### config.mk
export PLATFORM = sky130hd
export DESIGN_NAME = firmware_packet_loader_crc32
export DESIGN_NICKNAME = d
export VERILOG_FILES = /design/src/sv/fplc_pkg.sv /design/src/sv/fplc_fifo.sv /design/src/sv/fplc_front.sv /design/src/sv/fplc_back.sv /design/src/sv/firmware_packet_loader_crc32.sv
export SDC_FILE = /design/constraint.sdc
export NUM_CORES = 2
export LEC_CHECK = 0
export ABC_AREA = 1
export ABC_CLOCK_PERIOD_IN_PS = 9450
export BUFFER_PORTS_ARGS = -buffer_cell sky130_fd_sc_hd__buf_2
export CAP_MARGIN = 20
export CELL_PAD_IN_SITES_DETAIL_PLACEMENT = 1
export CELL_PAD_IN_SITES_GLOBAL_PLACEMENT = 1
export CORE_UTILIZATION = 50
export CTS_BUF_LIST = sky130_fd_sc_hd__clkbuf_8
export DETAILED_ROUTE_END_ITERATION = 10
export PLACE_DENSITY = 0.8
export RECOVER_POWER = 25
export SKIP_LAST_GASP = 1
export SLEW_MARGIN = 5
export SYNTH_ARGS = -nofsm -noshare
export SYNTH_HDL_FRONTEND = slang
export SYNTH_SLANG_ARGS = --single-unit
### constraint.sdc
create_clock -name clk -period 9.45 [get_ports clk]
set_input_delay 1.89 -clock clk [delete_from_list [all_inputs] [get_ports clk]]
set_output_delay 1.89 -clock clk [all_outputs]
set_load 0.02 [all_outputs]
### src/sv/fplc_pkg.sv
// ----------------------------------------------------------------------------
// fplc_pkg
// Shared types, constants and functions of the firmware packet loader.
// ----------------------------------------------------------------------------
package fplc_pkg;

	// Packet size limit and field widths
	localparam int MAX_PACKET_DEF = 64;
	localparam int LEN_W          = 7;

	// Queue depths
	localparam int CMD_DEPTH = 2;
	localparam int OUT_DEPTH = 4;

	// Configuration register indexes
	localparam logic REG_HEADER_BASE = 1'b0;
	localparam logic REG_FLASH_LIMIT = 1'b1;

	// Register reset values and payload offset
	localparam logic [31:0] HEADER_BASE_RST = 32'h0800_4000;
	localparam logic [31:0] FLASH_LIMIT_RST = 32'h0808_0000;
	localparam logic [31:0] PAYLOAD_OFFSET  = 32'd20;

	// Result kinds
	localparam logic [1:0] KIND_PAYLOAD  = 2'd0;
	localparam logic [1:0] KIND_HEADER   = 2'd1;
	localparam logic [1:0] KIND_OVERFLOW = 2'd2;

	// CRC-32 and header constants
	localparam logic [31:0] CRC_POLY      = 32'hEDB8_8320;
	localparam logic [31:0] CRC_INIT      = 32'hFFFF_FFFF;
	localparam logic [31:0] HDR_MAGIC     = 32'hDEAD_BEEF;
	localparam logic [31:0] HDR_VERSION   = 32'd1;
	localparam logic [31:0] HDR_STATE_OK  = 32'h1234_5678;
	localparam logic [2:0]  HDR_LAST_WORD = 3'd4;

	// Command from parser to executor
	typedef struct packed {
		logic             hdr;
		logic [LEN_W-1:0] len;
	} cmd_t;

	// Packet buffer write request
	typedef struct packed {
		logic             we;
		logic             bank;
		logic [LEN_W-1:0] idx;
		logic [7:0]       data;
	} buf_wr_t;

	// One result item
	typedef struct packed {
		logic [1:0]  kind;
		logic [31:0] addr;
		logic [31:0] value;
		logic        last;
	} result_t;

	// Fold one byte into a reflected CRC-32
	function automatic logic [31:0] crc_byte(input logic [31:0] c, input logic [7:0] b);
		logic [31:0] r;
		r = c ^ {24'd0, b};
		for (int i = 0; i < 8; i++) begin
			r = r[0] ? ((r >> 1) ^ CRC_POLY) : (r >> 1);
		end
		return r;
	endfunction

	// Image header word by position
	function automatic logic [31:0] hdr_word(input logic [2:0] i, input logic [31:0] size,
			input logic [31:0] crc);
		logic [31:0] w;
		case (i)
			3'd0:    w = HDR_MAGIC;
			3'd1:    w = size;
			3'd2:    w = crc ^ CRC_INIT;
			3'd3:    w = HDR_VERSION;
			default: w = HDR_STATE_OK;
		endcase
		return w;
	endfunction

endpackage

### src/sv/fplc_fifo.sv
// ----------------------------------------------------------------------------
// fplc_fifo
// Small register queue with count-based full and empty flags.
// ----------------------------------------------------------------------------
module fplc_fifo #(
	parameter int W     = 8,
	parameter int DEPTH = 2
) (
	input  logic         clk,
	input  logic         arst_n,
	input  logic         push,
	input  logic [W-1:0] wdata,
	output logic         full,
	input  logic         pop,
	output logic [W-1:0] rdata,
	output logic         empty
);

	localparam int PW = (DEPTH > 1) ? $clog2(DEPTH) : 1;
	localparam int CW = $clog2(DEPTH + 1);

	logic [W-1:0]  mem_q [DEPTH];
	logic [PW-1:0] wr_ptr_q;
	logic [PW-1:0] rd_ptr_q;
	logic [CW-1:0] cnt_q;
	logic          do_push;
	logic          do_pop;

	assign full    = (cnt_q == CW'(DEPTH));
	assign empty   = (cnt_q == '0);
	assign do_push = push && !full;
	assign do_pop  = pop && !empty;
	assign rdata   = mem_q[rd_ptr_q];

	// Store entries
	always_ff @(posedge clk) begin
		if (do_push) begin
			mem_q[wr_ptr_q] <= wdata;
		end
	end

	// Advance pointers and count
	always_ff @(posedge clk or negedge arst_n) begin
		if (!arst_n) begin
			wr_ptr_q <= '0;
			rd_ptr_q <= '0;
			cnt_q    <= '0;
		end else begin
			if (do_push) begin
				wr_ptr_q <= (wr_ptr_q == PW'(DEPTH - 1)) ? '0 : wr_ptr_q + 1'b1;
			end
			if (do_pop) begin
				rd_ptr_q <= (rd_ptr_q == PW'(DEPTH - 1)) ? '0 : rd_ptr_q + 1'b1;
			end
			case ({do_push, do_pop})
				2'b10:   cnt_q <= cnt_q + 1'b1;
				2'b01:   cnt_q <= cnt_q - 1'b1;
				default: cnt_q <= cnt_q;
			endcase
		end
	end

endmodule

### src/sv/fplc_front.sv
// ----------------------------------------------------------------------------
// fplc_front
// Packet parser: frames length, payload and checksum bytes, fills the
// packet buffer bank and issues packet and header commands.
// ----------------------------------------------------------------------------
module fplc_front import fplc_pkg::*; #(
	parameter int MAX_PACKET = MAX_PACKET_DEF
) (
	input  logic       clk,
	input  logic       arst_n,
	input  logic       push,
	input  logic [7:0] rx_byte,
	output logic       full,
	input  logic       cmd_full,
	input  logic       pkt_done,
	output logic       cmd_push,
	output cmd_t       cmd,
	output buf_wr_t    buf_wr
);

	typedef enum logic [1:0] {
		PH_LEN,
		PH_DATA,
		PH_SUM
	} phase_t;

	phase_t           phase_q;
	logic [LEN_W-1:0] len_q;
	logic [LEN_W-1:0] idx_q;
	logic [7:0]       sum_q;
	logic             wbank_q;
	logic [1:0]       pkt_cnt_q;
	logic             accept;
	logic             commit;
	logic [LEN_W-1:0] idx_nx;

	// Hold off while both buffer banks are owned or the queue is full
	assign full   = cmd_full || (pkt_cnt_q == 2'd2);
	assign accept = push && !full;
	assign commit = accept && (phase_q == PH_SUM) && (rx_byte == sum_q);
	assign idx_nx = idx_q + 1'b1;

	// Decode the byte against the parse position
	always_comb begin
		cmd_push = 1'b0;
		cmd      = '0;
		buf_wr   = '0;
		if (accept) begin
			unique case (phase_q)
				PH_LEN: begin
					if (rx_byte == 8'd0) begin
						cmd_push = 1'b1;
						cmd.hdr  = 1'b1;
					end
				end
				PH_DATA: begin
					buf_wr.we   = 1'b1;
					buf_wr.bank = wbank_q;
					buf_wr.idx  = idx_q;
					buf_wr.data = rx_byte;
				end
				PH_SUM: begin
					if (commit) begin
						cmd_push = 1'b1;
						cmd.len  = len_q;
					end
				end
				default: begin
					cmd_push = 1'b0;
				end
			endcase
		end
	end

	// Advance the parse state, bank and outstanding packet count
	always_ff @(posedge clk or negedge arst_n) begin
		if (!arst_n) begin
			phase_q   <= PH_LEN;
			len_q     <= '0;
			idx_q     <= '0;
			sum_q     <= '0;
			wbank_q   <= 1'b0;
			pkt_cnt_q <= '0;
		end else begin
			if (accept) begin
				unique case (phase_q)
					PH_LEN: begin
						if (rx_byte != 8'd0 && rx_byte <= 8'(MAX_PACKET)) begin
							len_q   <= rx_byte[LEN_W-1:0];
							idx_q   <= '0;
							sum_q   <= '0;
							phase_q <= PH_DATA;
						end
					end
					PH_DATA: begin
						sum_q <= sum_q + rx_byte;
						idx_q <= idx_nx;
						if (idx_nx >= len_q) begin
							phase_q <= PH_SUM;
						end
					end
					PH_SUM: begin
						phase_q <= PH_LEN;
					end
					default: begin
						phase_q <= PH_LEN;
					end
				endcase
			end
			if (commit) begin
				wbank_q <= !wbank_q;
			end
			case ({commit, pkt_done})
				2'b10:   pkt_cnt_q <= pkt_cnt_q + 1'b1;
				2'b01:   pkt_cnt_q <= pkt_cnt_q - 1'b1;
				default: pkt_cnt_q <= pkt_cnt_q;
			endcase
		end
	end

endmodule

### src/sv/fplc_back.sv
// ----------------------------------------------------------------------------
// fplc_back
// Executor: runs the CRC over each accepted packet, packs flash words,
// checks the flash limit and emits header, payload and overflow word requests.
// ----------------------------------------------------------------------------
module fplc_back import fplc_pkg::*; #(
	parameter int MAX_PACKET = MAX_PACKET_DEF
) (
	input  logic        clk,
	input  logic        arst_n,
	input  logic        cmd_empty,
	input  cmd_t        cmd,
	output logic        cmd_pop,
	output logic        pkt_done,
	input  buf_wr_t     buf_wr,
	input  logic        out_full,
	output logic        out_push,
	output result_t     out_res,
	input  logic        cfg_wen,
	input  logic        cfg_idx,
	input  logic [31:0] cfg_wdata,
	input  logic [31:0] header_base,
	input  logic [31:0] flash_limit
);

	localparam int IW        = $clog2(MAX_PACKET);
	localparam int BUF_DEPTH = 2 ** (IW + 1);

	typedef enum logic [1:0] {
		ST_IDLE,
		ST_HDR,
		ST_RD,
		ST_PROC
	} state_t;

	logic [7:0]       buf_mem [BUF_DEPTH];
	logic [7:0]       rdata_q;

	state_t           state_q;
	logic             halted_q;
	logic             rbank_q;
	logic [LEN_W-1:0] len_q;
	logic [LEN_W-1:0] k_q;
	logic [2:0]       hcnt_q;
	logic [31:0]      crc_q;
	logic [31:0]      size_q;
	logic [31:0]      waddr_q;
	logic [31:0]      word_q;

	logic [31:0]      crc_n;
	logic [31:0]      word_n;
	logic [1:0]       lane;
	logic             last_byte;
	logic             word_end;
	logic             overflow;
	logic             rd_en;

	// Packet buffer: two banks, write from the parser, registered read here
	always_ff @(posedge clk) begin
		if (buf_wr.we) begin
			buf_mem[{buf_wr.bank, buf_wr.idx[IW-1:0]}] <= buf_wr.data;
		end
		if (rd_en) begin
			rdata_q <= buf_mem[{rbank_q, k_q[IW-1:0]}];
		end
	end

	assign rd_en     = (state_q == ST_RD);
	assign lane      = k_q[1:0];
	assign crc_n     = crc_byte(crc_q, rdata_q);
	assign last_byte = ((k_q + 1'b1) == len_q);
	assign word_end  = (lane == 2'd3) || last_byte;
	assign overflow  = (waddr_q >= flash_limit);
	assign cmd_pop   = (state_q == ST_IDLE) && !cmd_empty;

	// Merge the byte into the word, padding fresh words with 0xFF
	always_comb begin
		word_n = (lane == 2'd0) ? CRC_INIT : word_q;
		word_n[8*lane +: 8] = rdata_q;
	end

	// Drive result requests and packet release
	always_comb begin
		out_push = 1'b0;
		out_res  = '0;
		pkt_done = cmd_pop && halted_q && !cmd.hdr;
		unique case (state_q)
			ST_HDR: begin
				out_push      = !out_full;
				out_res.kind  = KIND_HEADER;
				out_res.addr  = header_base + {27'd0, hcnt_q, 2'b00};
				out_res.value = hdr_word(hcnt_q, size_q, crc_q);
				out_res.last  = (hcnt_q == HDR_LAST_WORD);
			end
			ST_PROC: begin
				if (word_end && !out_full) begin
					out_push     = 1'b1;
					out_res.addr = waddr_q;
					if (overflow) begin
						out_res.kind  = KIND_OVERFLOW;
						out_res.value = '0;
						out_res.last  = 1'b1;
						pkt_done      = 1'b1;
					end else begin
						out_res.kind  = KIND_PAYLOAD;
						out_res.value = word_n;
						out_res.last  = last_byte;
						pkt_done      = last_byte;
					end
				end
			end
			default: begin
				out_push = 1'b0;
			end
		endcase
	end

	// Sequence commands: header burst, or read-then-fold per payload byte
	always_ff @(posedge clk or negedge arst_n) begin
		if (!arst_n) begin
			state_q  <= ST_IDLE;
			halted_q <= 1'b0;
			rbank_q  <= 1'b0;
			len_q    <= '0;
			k_q      <= '0;
			hcnt_q   <= '0;
			crc_q    <= CRC_INIT;
			size_q   <= '0;
			waddr_q  <= HEADER_BASE_RST + PAYLOAD_OFFSET;
			word_q   <= '0;
		end else begin
			unique case (state_q)
				ST_IDLE: begin
					if (cmd_pop && !halted_q) begin
						if (cmd.hdr) begin
							hcnt_q  <= '0;
							state_q <= ST_HDR;
						end else begin
							len_q   <= cmd.len;
							k_q     <= '0;
							size_q  <= size_q + 32'(cmd.len);
							state_q <= ST_RD;
						end
					end
				end
				ST_HDR: begin
					if (!out_full) begin
						hcnt_q <= hcnt_q + 1'b1;
						if (hcnt_q == HDR_LAST_WORD) begin
							state_q <= ST_IDLE;
						end
					end
				end
				ST_RD: begin
					state_q <= ST_PROC;
				end
				ST_PROC: begin
					if (!word_end) begin
						crc_q   <= crc_n;
						word_q  <= word_n;
						k_q     <= k_q + 1'b1;
						state_q <= ST_RD;
					end else if (!out_full) begin
						if (overflow) begin
							halted_q <= 1'b1;
							state_q  <= ST_IDLE;
						end else begin
							crc_q   <= crc_n;
							word_q  <= word_n;
							waddr_q <= waddr_q + 32'd4;
							k_q     <= k_q + 1'b1;
							state_q <= last_byte ? ST_IDLE : ST_RD;
						end
					end
				end
				default: begin
					state_q <= ST_IDLE;
				end
			endcase
			if (pkt_done) begin
				rbank_q <= !rbank_q;
			end
			// Reload the payload address on a header base write
			if (cfg_wen && cfg_idx == REG_HEADER_BASE) begin
				waddr_q <= cfg_wdata + PAYLOAD_OFFSET;
			end
		end
	end

endmodule

### src/sv/firmware_packet_loader_crc32.sv
// Path: a zero length byte queues a header command that the executor sends word by word;
// after the checksum byte the executor reads the packet bytes back and packs them into words.
// Throughput: the parser takes one byte per cycle until both buffer banks are owned or
// the command queue is full; the executor reads then folds each payload byte in turn.
// Reset: arst_n clears all control state asynchronously; no clearing pass.
// ----------------------------------------------------------------------------
// firmware_packet_loader_crc32
// Firmware image loader: parses framed packets, keeps a running CRC-32 and
// image size, and emits flash word programming requests.
// ----------------------------------------------------------------------------
module firmware_packet_loader_crc32 import fplc_pkg::*; #(
	parameter int MAX_PACKET = MAX_PACKET_DEF
) (
	input  logic        clk,
	input  logic        arst_n,
	input  logic        push,
	output logic        full,
	input  logic [7:0]  rx_byte,
	output logic        empty,
	input  logic        pop,
	output logic [1:0]  result_kind,
	output logic [31:0] word_address,
	output logic [31:0] word_value,
	output logic        last_of_run,
	input  logic        cfg_wen,
	input  logic        cfg_idx,
	input  logic [31:0] cfg_wdata
);

	logic [31:0] header_base_q;
	logic [31:0] flash_limit_q;

	logic        cmd_push;
	cmd_t        cmd_w;
	logic        cmd_full;
	logic        cmd_pop;
	logic        cmd_empty;
	cmd_t        cmd_r;
	logic        pkt_done;
	buf_wr_t     buf_wr;
	logic        out_push;
	logic        out_full;
	result_t     out_w;
	result_t     out_r;

	// Configuration registers
	always_ff @(posedge clk or negedge arst_n) begin
		if (!arst_n) begin
			header_base_q <= HEADER_BASE_RST;
			flash_limit_q <= FLASH_LIMIT_RST;
		end else if (cfg_wen) begin
			case (cfg_idx)
				REG_HEADER_BASE: header_base_q <= cfg_wdata;
				default:         flash_limit_q <= cfg_wdata;
			endcase
		end
	end

	fplc_front #(
		.MAX_PACKET (MAX_PACKET)
	) u_front (
		.clk      (clk),
		.arst_n   (arst_n),
		.push     (push),
		.rx_byte  (rx_byte),
		.full     (full),
		.cmd_full (cmd_full),
		.pkt_done (pkt_done),
		.cmd_push (cmd_push),
		.cmd      (cmd_w),
		.buf_wr   (buf_wr)
	);

	fplc_fifo #(
		.W     ($bits(cmd_t)),
		.DEPTH (CMD_DEPTH)
	) u_cmd_q (
		.clk    (clk),
		.arst_n (arst_n),
		.push   (cmd_push),
		.wdata  (cmd_w),
		.full   (cmd_full),
		.pop    (cmd_pop),
		.rdata  (cmd_r),
		.empty  (cmd_empty)
	);

	fplc_back #(
		.MAX_PACKET (MAX_PACKET)
	) u_back (
		.clk         (clk),
		.arst_n      (arst_n),
		.cmd_empty   (cmd_empty),
		.cmd         (cmd_r),
		.cmd_pop     (cmd_pop),
		.pkt_done    (pkt_done),
		.buf_wr      (buf_wr),
		.out_full    (out_full),
		.out_push    (out_push),
		.out_res     (out_w),
		.cfg_wen     (cfg_wen),
		.cfg_idx     (cfg_idx),
		.cfg_wdata   (cfg_wdata),
		.header_base (header_base_q),
		.flash_limit (flash_limit_q)
	);

	fplc_fifo #(
		.W     ($bits(result_t)),
		.DEPTH (OUT_DEPTH)
	) u_out_q (
		.clk    (clk),
		.arst_n (arst_n),
		.push   (out_push),
		.wdata  (out_w),
		.full   (out_full),
		.pop    (pop),
		.rdata  (out_r),
		.empty  (empty)
	);

	assign result_kind  = out_r.kind;
	assign word_address = out_r.addr;
	assign word_value   = out_r.value;
	assign last_of_run  = out_r.last;

endmodule

======== After elaboration in Yosys (flattened, before gate mapping) ========
Memory sizes are Yosys's and may differ from the RTL's. A register that Yosys moved wholly into a read port is not among the register bits.
Cells that the tools add are included.
operators by class
  add/sub/neg operators ................... 19
  order comparisons ....................... 3
  equality and inequality tests ........... 36
  shift-type cells ........................ 2
  mux-type cells .......................... 80
  bitwise operators ....................... 13
  reduce and logical (&&, ||, !) cells .... 53
operators with widths
  kind                                                                     number
  32-bit two-way mux                                                       20
  67-bit case mux with 2 select lines                                      1
  32-bit case mux with 4 select lines                                      1
  13-bit NOT with 14-bit output                                            8
  67-bit two-way mux                                                       1
  7-bit two-way mux                                                        8
  17-bit two-way mux                                                       2
  5-bit negator with 34-bit output                                         1
  8-bit by 34-bit variable shift with 32-bit output, first input constant  1
  8-bit by 34-bit indexed part select with 32-bit output                   1
  33-bit two-way mux                                                       1
  32-bit by 3-bit adder with 32-bit output, second input constant          1
  32-bit by 5-bit adder with 32-bit output                                 1
  32-bit by 5-bit adder with 32-bit output, second input constant          1
  32-bit by 7-bit adder with 32-bit output                                 1
  32-bit bitwise mux                                                       1
  32-bit >= comparator                                                     1
  32-bit NOT                                                               1
  32-bit by 8-bit bitwise XOR with 32-bit output                           1
  7-bit case mux with 2 select lines                                       2
  2-bit two-way mux                                                        13
  2-bit == test, second input constant                                     11
  1-bit two-way mux                                                        16
  8-bit two-way mux                                                        2
  37 further kinds                                                         109
word-level totals
  register bits after elaboration ......... 251
  bits in writable memories ............... 1308
  word-level logic and storage cells ...... 233
  memories kept ........................... 3
memories
  name            words  bits a word  rd ports  clocked after memory_dff  wr ports  RTL line         RTL
  u_back.buf_mem  128    8            1         1                         1         fplc_back.sv:36  logic [7:0] buf_mem [BUF_DEPTH];
  u_out_q.mem_q   4      67           1         0                         1         fplc_fifo.sv:22  logic [W-1:0] mem_q [DEPTH];
  u_cmd_q.mem_q   2      8            1         0                         1         fplc_fifo.sv:22

======== Logic depth before layout (Yosys ltp) ========
  depth after elaboration ................. 20
  mapped depth ............................ 23
  mapped depth without buffers ............ 20

======== Modules after synthesis ========
A second synthesis with hierarchy kept.
unflattened totals
  cells, all modules ...................... 6492
  area total of the unflattened synthesis .. 70870.5 um^2
by module, submodules not included
  module                        instances  cells each  area each (um^2)
  fplc_back                     1          5001        54233.3
  fplc_fifo (u_out_q)           1          843         11154.4
  firmware_packet_loader_crc32  1          279         2620.0
  fplc_front                    1          295         2045.7
  fplc_fifo (u_cmd_q)           1          74          817.0

======== Worst setup path after synthesis ========
OpenSTA, ideal clock, no wires.
  path type ............................... input port to flip-flop
  from .................................... input port push
  to ...................................... memory u_back.buf_mem[0][0] (data pin)
  library setup time ...................... 0.798 ns
  arrival ................................. 5.555 ns
  required time ........................... 8.652 ns
  setup slack ............................. 3.097 ns
  stages on the path ...................... 7
  path through ............................ inv_1 nor2_2 inv_2 nor2_4 inv_2 clkbuf_1 nor2_1
RTL lines
  what                RTL line                            RTL
  start: declaration  firmware_packet_loader_crc32.sv:16  input logic push,
  end: declaration    fplc_back.sv:36

======== Worst setup path in the final report ========
  from .................................... register u_out_q.rd_ptr_q[0]
  to ...................................... output port word_address[30]
on the way
  cells in the longest elaborated chain, start to end .. 1
ends and longest elaborated chain
  what                      RTL line                            RTL
  start: declaration        fplc_fifo.sv:24                     logic [PW-1:0] rd_ptr_q;
  start signal: assignment  fplc_fifo.sv:53                     rd_ptr_q <= (rd_ptr_q == PW'(DEPTH - 1)) ? '0 : rd_ptr_q + 1'b1;
  memory read 4 x 67 bit    n/a
  end: declaration          firmware_packet_loader_crc32.sv:22  output logic [31:0] word_address,
Every way passes these cells.

==> impl_metrics.py <==
metrics = {
    "route": {
        "drt-wirelength-per-cell_um": 25.4,
        "drt-initial-drc-count": 5099,
        "viasPerCell": 6.03,
        "totalWireLength_um": 213000,
        "drc": 0,
        "dr_total_vias": 50600,
        "drt-pass1-iter-count": 6,
        "ant_nets": 0,
    },
    "synthesis": {
        "synth_fa_ha_area_share_pct": 1.53,
        "synth_cells": 6296,
        "netlist_area_um2": 69000,
        "syn_nets": 6424,
        "synth-edff-count": 1316,
        "muxShareOfSynthArea_pct": 1.64,
        "async_flop_share_pct": 16.0,
        "synth.avg_cell_area_um2": 11.0,
        "yosysSeqAreaShare_pct": 66.4,
        "ys_ff_latch": 1567,
        "synth_simple_gate_area_share_pct": 15.0,
        "ys_warn_count": 0,
        "synth_top_family_by_area": "simple AND/OR/NAND/NOR gates",
        "synth_xor_xnor_area_share_pct": 2.12,
        "synth_flop_cell": "edfxtp_1",
        "synth_cell_type_count": 58,
        "synth-compound-area-share_pct": 9.42,
    },
    "cts": {
        "cts_root_buffer": "clkbuf_8",
        "post_cts_buffers": 0,
        "cts-buffers-inserted": 280,
        "cts_buffer_depth": 4,
        "ctsHtreeMaxLevel": 5,
        "ctsResizeCount": 0,
        "cts_tree": "done",
        "clock-sinks": 1567,
        "postCtsHoldBufs": 0,
        "clk_pin_slew_ns": 0.06,
        "clock_latency_ns": 1.03,
    },
    "final_layout": {
        "drive_gt1_share_pct": 8.88,
        "area_delta_synth_final_pct": 9.90,
        "nFillCells": 14400,
        "finalNetCount": 6547,
    },
    "power": {
        "ir_worst_vdd_mv": 0.288,
        "finalPower_uw": 23700,
        "p_leak_uw": 0.0285,
        "power_density_nw_per_um2": 312,
    },
    "sta": {
        "finClkSkew_ns": 0.0883,
        "max_freq_mhz": 147,
        "relSlewSlack_pct": -159,
        "setup_tns_ns": 0,
        "whs_ns": 0.472,
        "timing.final.crit_period_ns": 6.82,
        "hold_viol": 0,
        "setup_viol": 0,
        "tightest_slew_ns": 3.89,
        "maxSlewViolCount": 654,
        "rsz0062_at_grt": "no",
        "fin_crit_sh_pct": 72.1,
    },
    "setup_path": {
        "reg2regPathDepth": 9,
        "path_cells": "clkinvlp_2, buf_4, o21ai_0, o22ai_1, buf_2",
        "cp_slowest_cell": "clkinvlp_2",
        "criticalPathCategory": "flop to output pin",
        "start_kind": "flop",
        "max_stage_delay_ns": 1.65,
        "worstPathArrival_ns": 4.93,
        "crit_path_max_fanout": 73,
        "cp-end-kind": "output pin",
        "ff2ff_setup_slack_ns": 3.03,
        "cp.required_ns": 7.56,
        "rr_startpoint": "u_cmd_q.cnt_q[1]",
        "critPathTopFamily": "buffers and inverters",
        "reg2reg_to": "u_back.buf_mem[53][7]",
        "critPathBufInv": 3,
    },
    "place": {
        "portBuffers": 114,
        "gp_congestion": 0.928,
        "dp_hpwl_um": 133000,
    },
    "grt": {
        "antenna_found_initial": 5,
        "grt.total_usage_pct": 30.2,
        "grt_pass1_wl_um": 322000,
        "grt_max_degree": 193,
        "overflow": 0,
        "grt_pass1_vias": 53000,
    },
    "die": {
        "dieArea_um2": 140000,
        "start_util_pct": 50.7,
        "die_h_um": 374,
        "die_x_um": 374,
        "coreArea_um2": 136000,
        "rows": 135,
        "io_pins": 115,
    },
    "worst_hold_path": {
        "holdPathStages": 2,
        "worst_hold_path_type": "flop to flop",
        "holdPathEnd": "u_back.word_q[7]",
        "min-delay-start": "u_back.word_q[7]",
    },
    "run": {
        "cap_viol_max_count": 14,
    },
    "status": {
        "violations": "capacitance limit, slew limit",
        "status": "finished, violations left",
    },
}
## registers in the layout, indices dropped and copies added, names as in the netlist, 3 cells and up
| signal | count |
|---|---|
| u_back.k_q | 7 |
| u_front.idx_q | 7 |
| u_cmd_q.mem_q | 16 |
| u_back.crc_q | 32 |
| header_base_q | 32 |
| u_back.hcnt_q | 3 |
| u_back.len_q | 7 |
| u_back.word_q | 32 |
| u_back.size_q | 32 |
| u_front.sum_q | 8 |
| u_back.rdata_q | 8 |
| u_back.waddr_q | 32 |
| u_back.buf_mem | 1024 |
| u_out_q.cnt_q | 3 |
| u_front.len_q | 7 |
| u_out_q.mem_q | 268 |
| flash_limit_q | 32 |
## logic make-up (layout without fill, tap and decap cells)
kind of cell               after synthesis  after routing
and+or+nand+nor                       2527           2527
DFF                                   1567           1567
AOI/OAI and AO/OA                     1168           1168
buffers and inverters                  682            987
xor gates and xnor gates               157            157
muxes                                  113            113
adders and majority gates               82             82
other                                    0              6
## final cells by class
| class | count | area [um2] | share of cell area, % |
|---|---|---|---|
| Antenna cell | 6 | 15.0 | 0.0198 |
| Clock buffer | 289 | 3980 | 5.24 |
| Clock inverter | 175 | 848 | 1.12 |
| Inverter | 344 | 1300 | 1.72 |
| Multi-Input combinational cell | 4047 | 20600 | 27.1 |
| Sequential cell | 1567 | 45900 | 60.5 |
| Tap cell | 1781 | 2230 | 2.94 |
| Timing Repair Buffer | 179 | 1070 | 1.41 |
## worst max path at each step
stage                              startpoint                endpoint  slack [ns]  depth (start not counted)
after floorplan                          push    u_back.buf_mem[0][0]        3.10                          7
after global placement                   push   u_back.buf_mem[36][0]        4.18                          9
after detailed placement                 push  u_back.buf_mem[113][1]        4.02                          9
after CTS                 u_out_q.rd_ptr_q[0]        word_address[30]        3.80                          5
after global routing                     push   u_back.buf_mem[60][7]        2.25                          9
final                     u_out_q.rd_ptr_q[0]        word_address[30]        2.63                          5
## cell usage in the layout (no fill, tap or decap), types with 54 or more instances in the layout
cell type	n
a21oi_1	249
buf_2	109
buf_4	54
clkbuf_8	289
clkinv_1	59
dfrtp_1	207
edfxtp_1	1316
ha_1	78
inv_1	416
mux2i_1	112
nand2_1	1351
nand3_1	395
nor2_1	629
o211ai_1	112
o21ai_0	554
o22ai_1	184
xor2_1	114
## power breakdown
| part | internal [uW] | total [uW] | leakage, uW | switching, uW |
|---|---|---|---|---|
| clock | 2950 | 5730 | 0.00279 | 2780 |
| combinational | 2610 | 8940 | 0.0110 | 6330 |
| sequential | 8420 | 9020 | 0.0147 | 603 |
## routing by layer
layer  GRT usage, %  share of wire, %
met2           50.2                49
met4           15.1               5.1
met3           5.08               6.7
met1           38.4                40
met5              0                 0
## worst min-delay path: cells and delay by family, from the launching register on
kind             cells  cell delay [ns]
AND/OR/NAND/NOR      2             0.10
flip-flops           1             0.34
## stage by stage
step                area, um2  util, %  setup slack, ns  std cells
floorplan               69000        -             3.10       6296
global placement        71100     52.2             4.18       7916
detailed placement      71100     52.2             4.02       7916
CTS                     76000     55.8             3.80       8380
global route            75800     55.7             2.25       8385
finish                  75900     55.7             2.63       8388
## cells in the mapped netlist, drive strengths merged (4+ instances only)
| cell type | number | area share [%] |
|---|---|---|
| a211oi | 24 | 0.26 |
| clkinv | 5 | 0.027 |
| buf | 107 | 0.77 |
| o31ai | 5 | 0.054 |
| nand4 | 40 | 0.36 |
| fa | 4 | 0.12 |
| nand3b | 11 | 0.12 |
| clkbuf | 231 | 1.3 |
| nor4 | 19 | 0.18 |
| xnor2 | 40 | 0.59 |
| nand3 | 397 | 2.9 |
| or2 | 6 | 0.054 |
| nor2 | 643 | 3.5 |
| inv | 339 | 1.8 |
| a21boi | 4 | 0.044 |
| dfstp | 40 | 1.5 |
| o211ai | 112 | 1.2 |
| dfrtp | 211 | 7.6 |
| o22ai | 184 | 1.7 |
| mux2i | 112 | 1.6 |
| a21oi | 249 | 1.8 |
| ha | 78 | 1.4 |
| a221oi | 5 | 0.063 |
| edfxtp | 1316 | 57 |
| o21ai | 568 | 4.1 |
| xor2 | 116 | 1.5 |
| nand2 | 1357 | 7.4 |
| nor3 | 50 | 0.39 |
| a31oi | 7 | 0.063 |
Power figures use the tool's default switching activity.
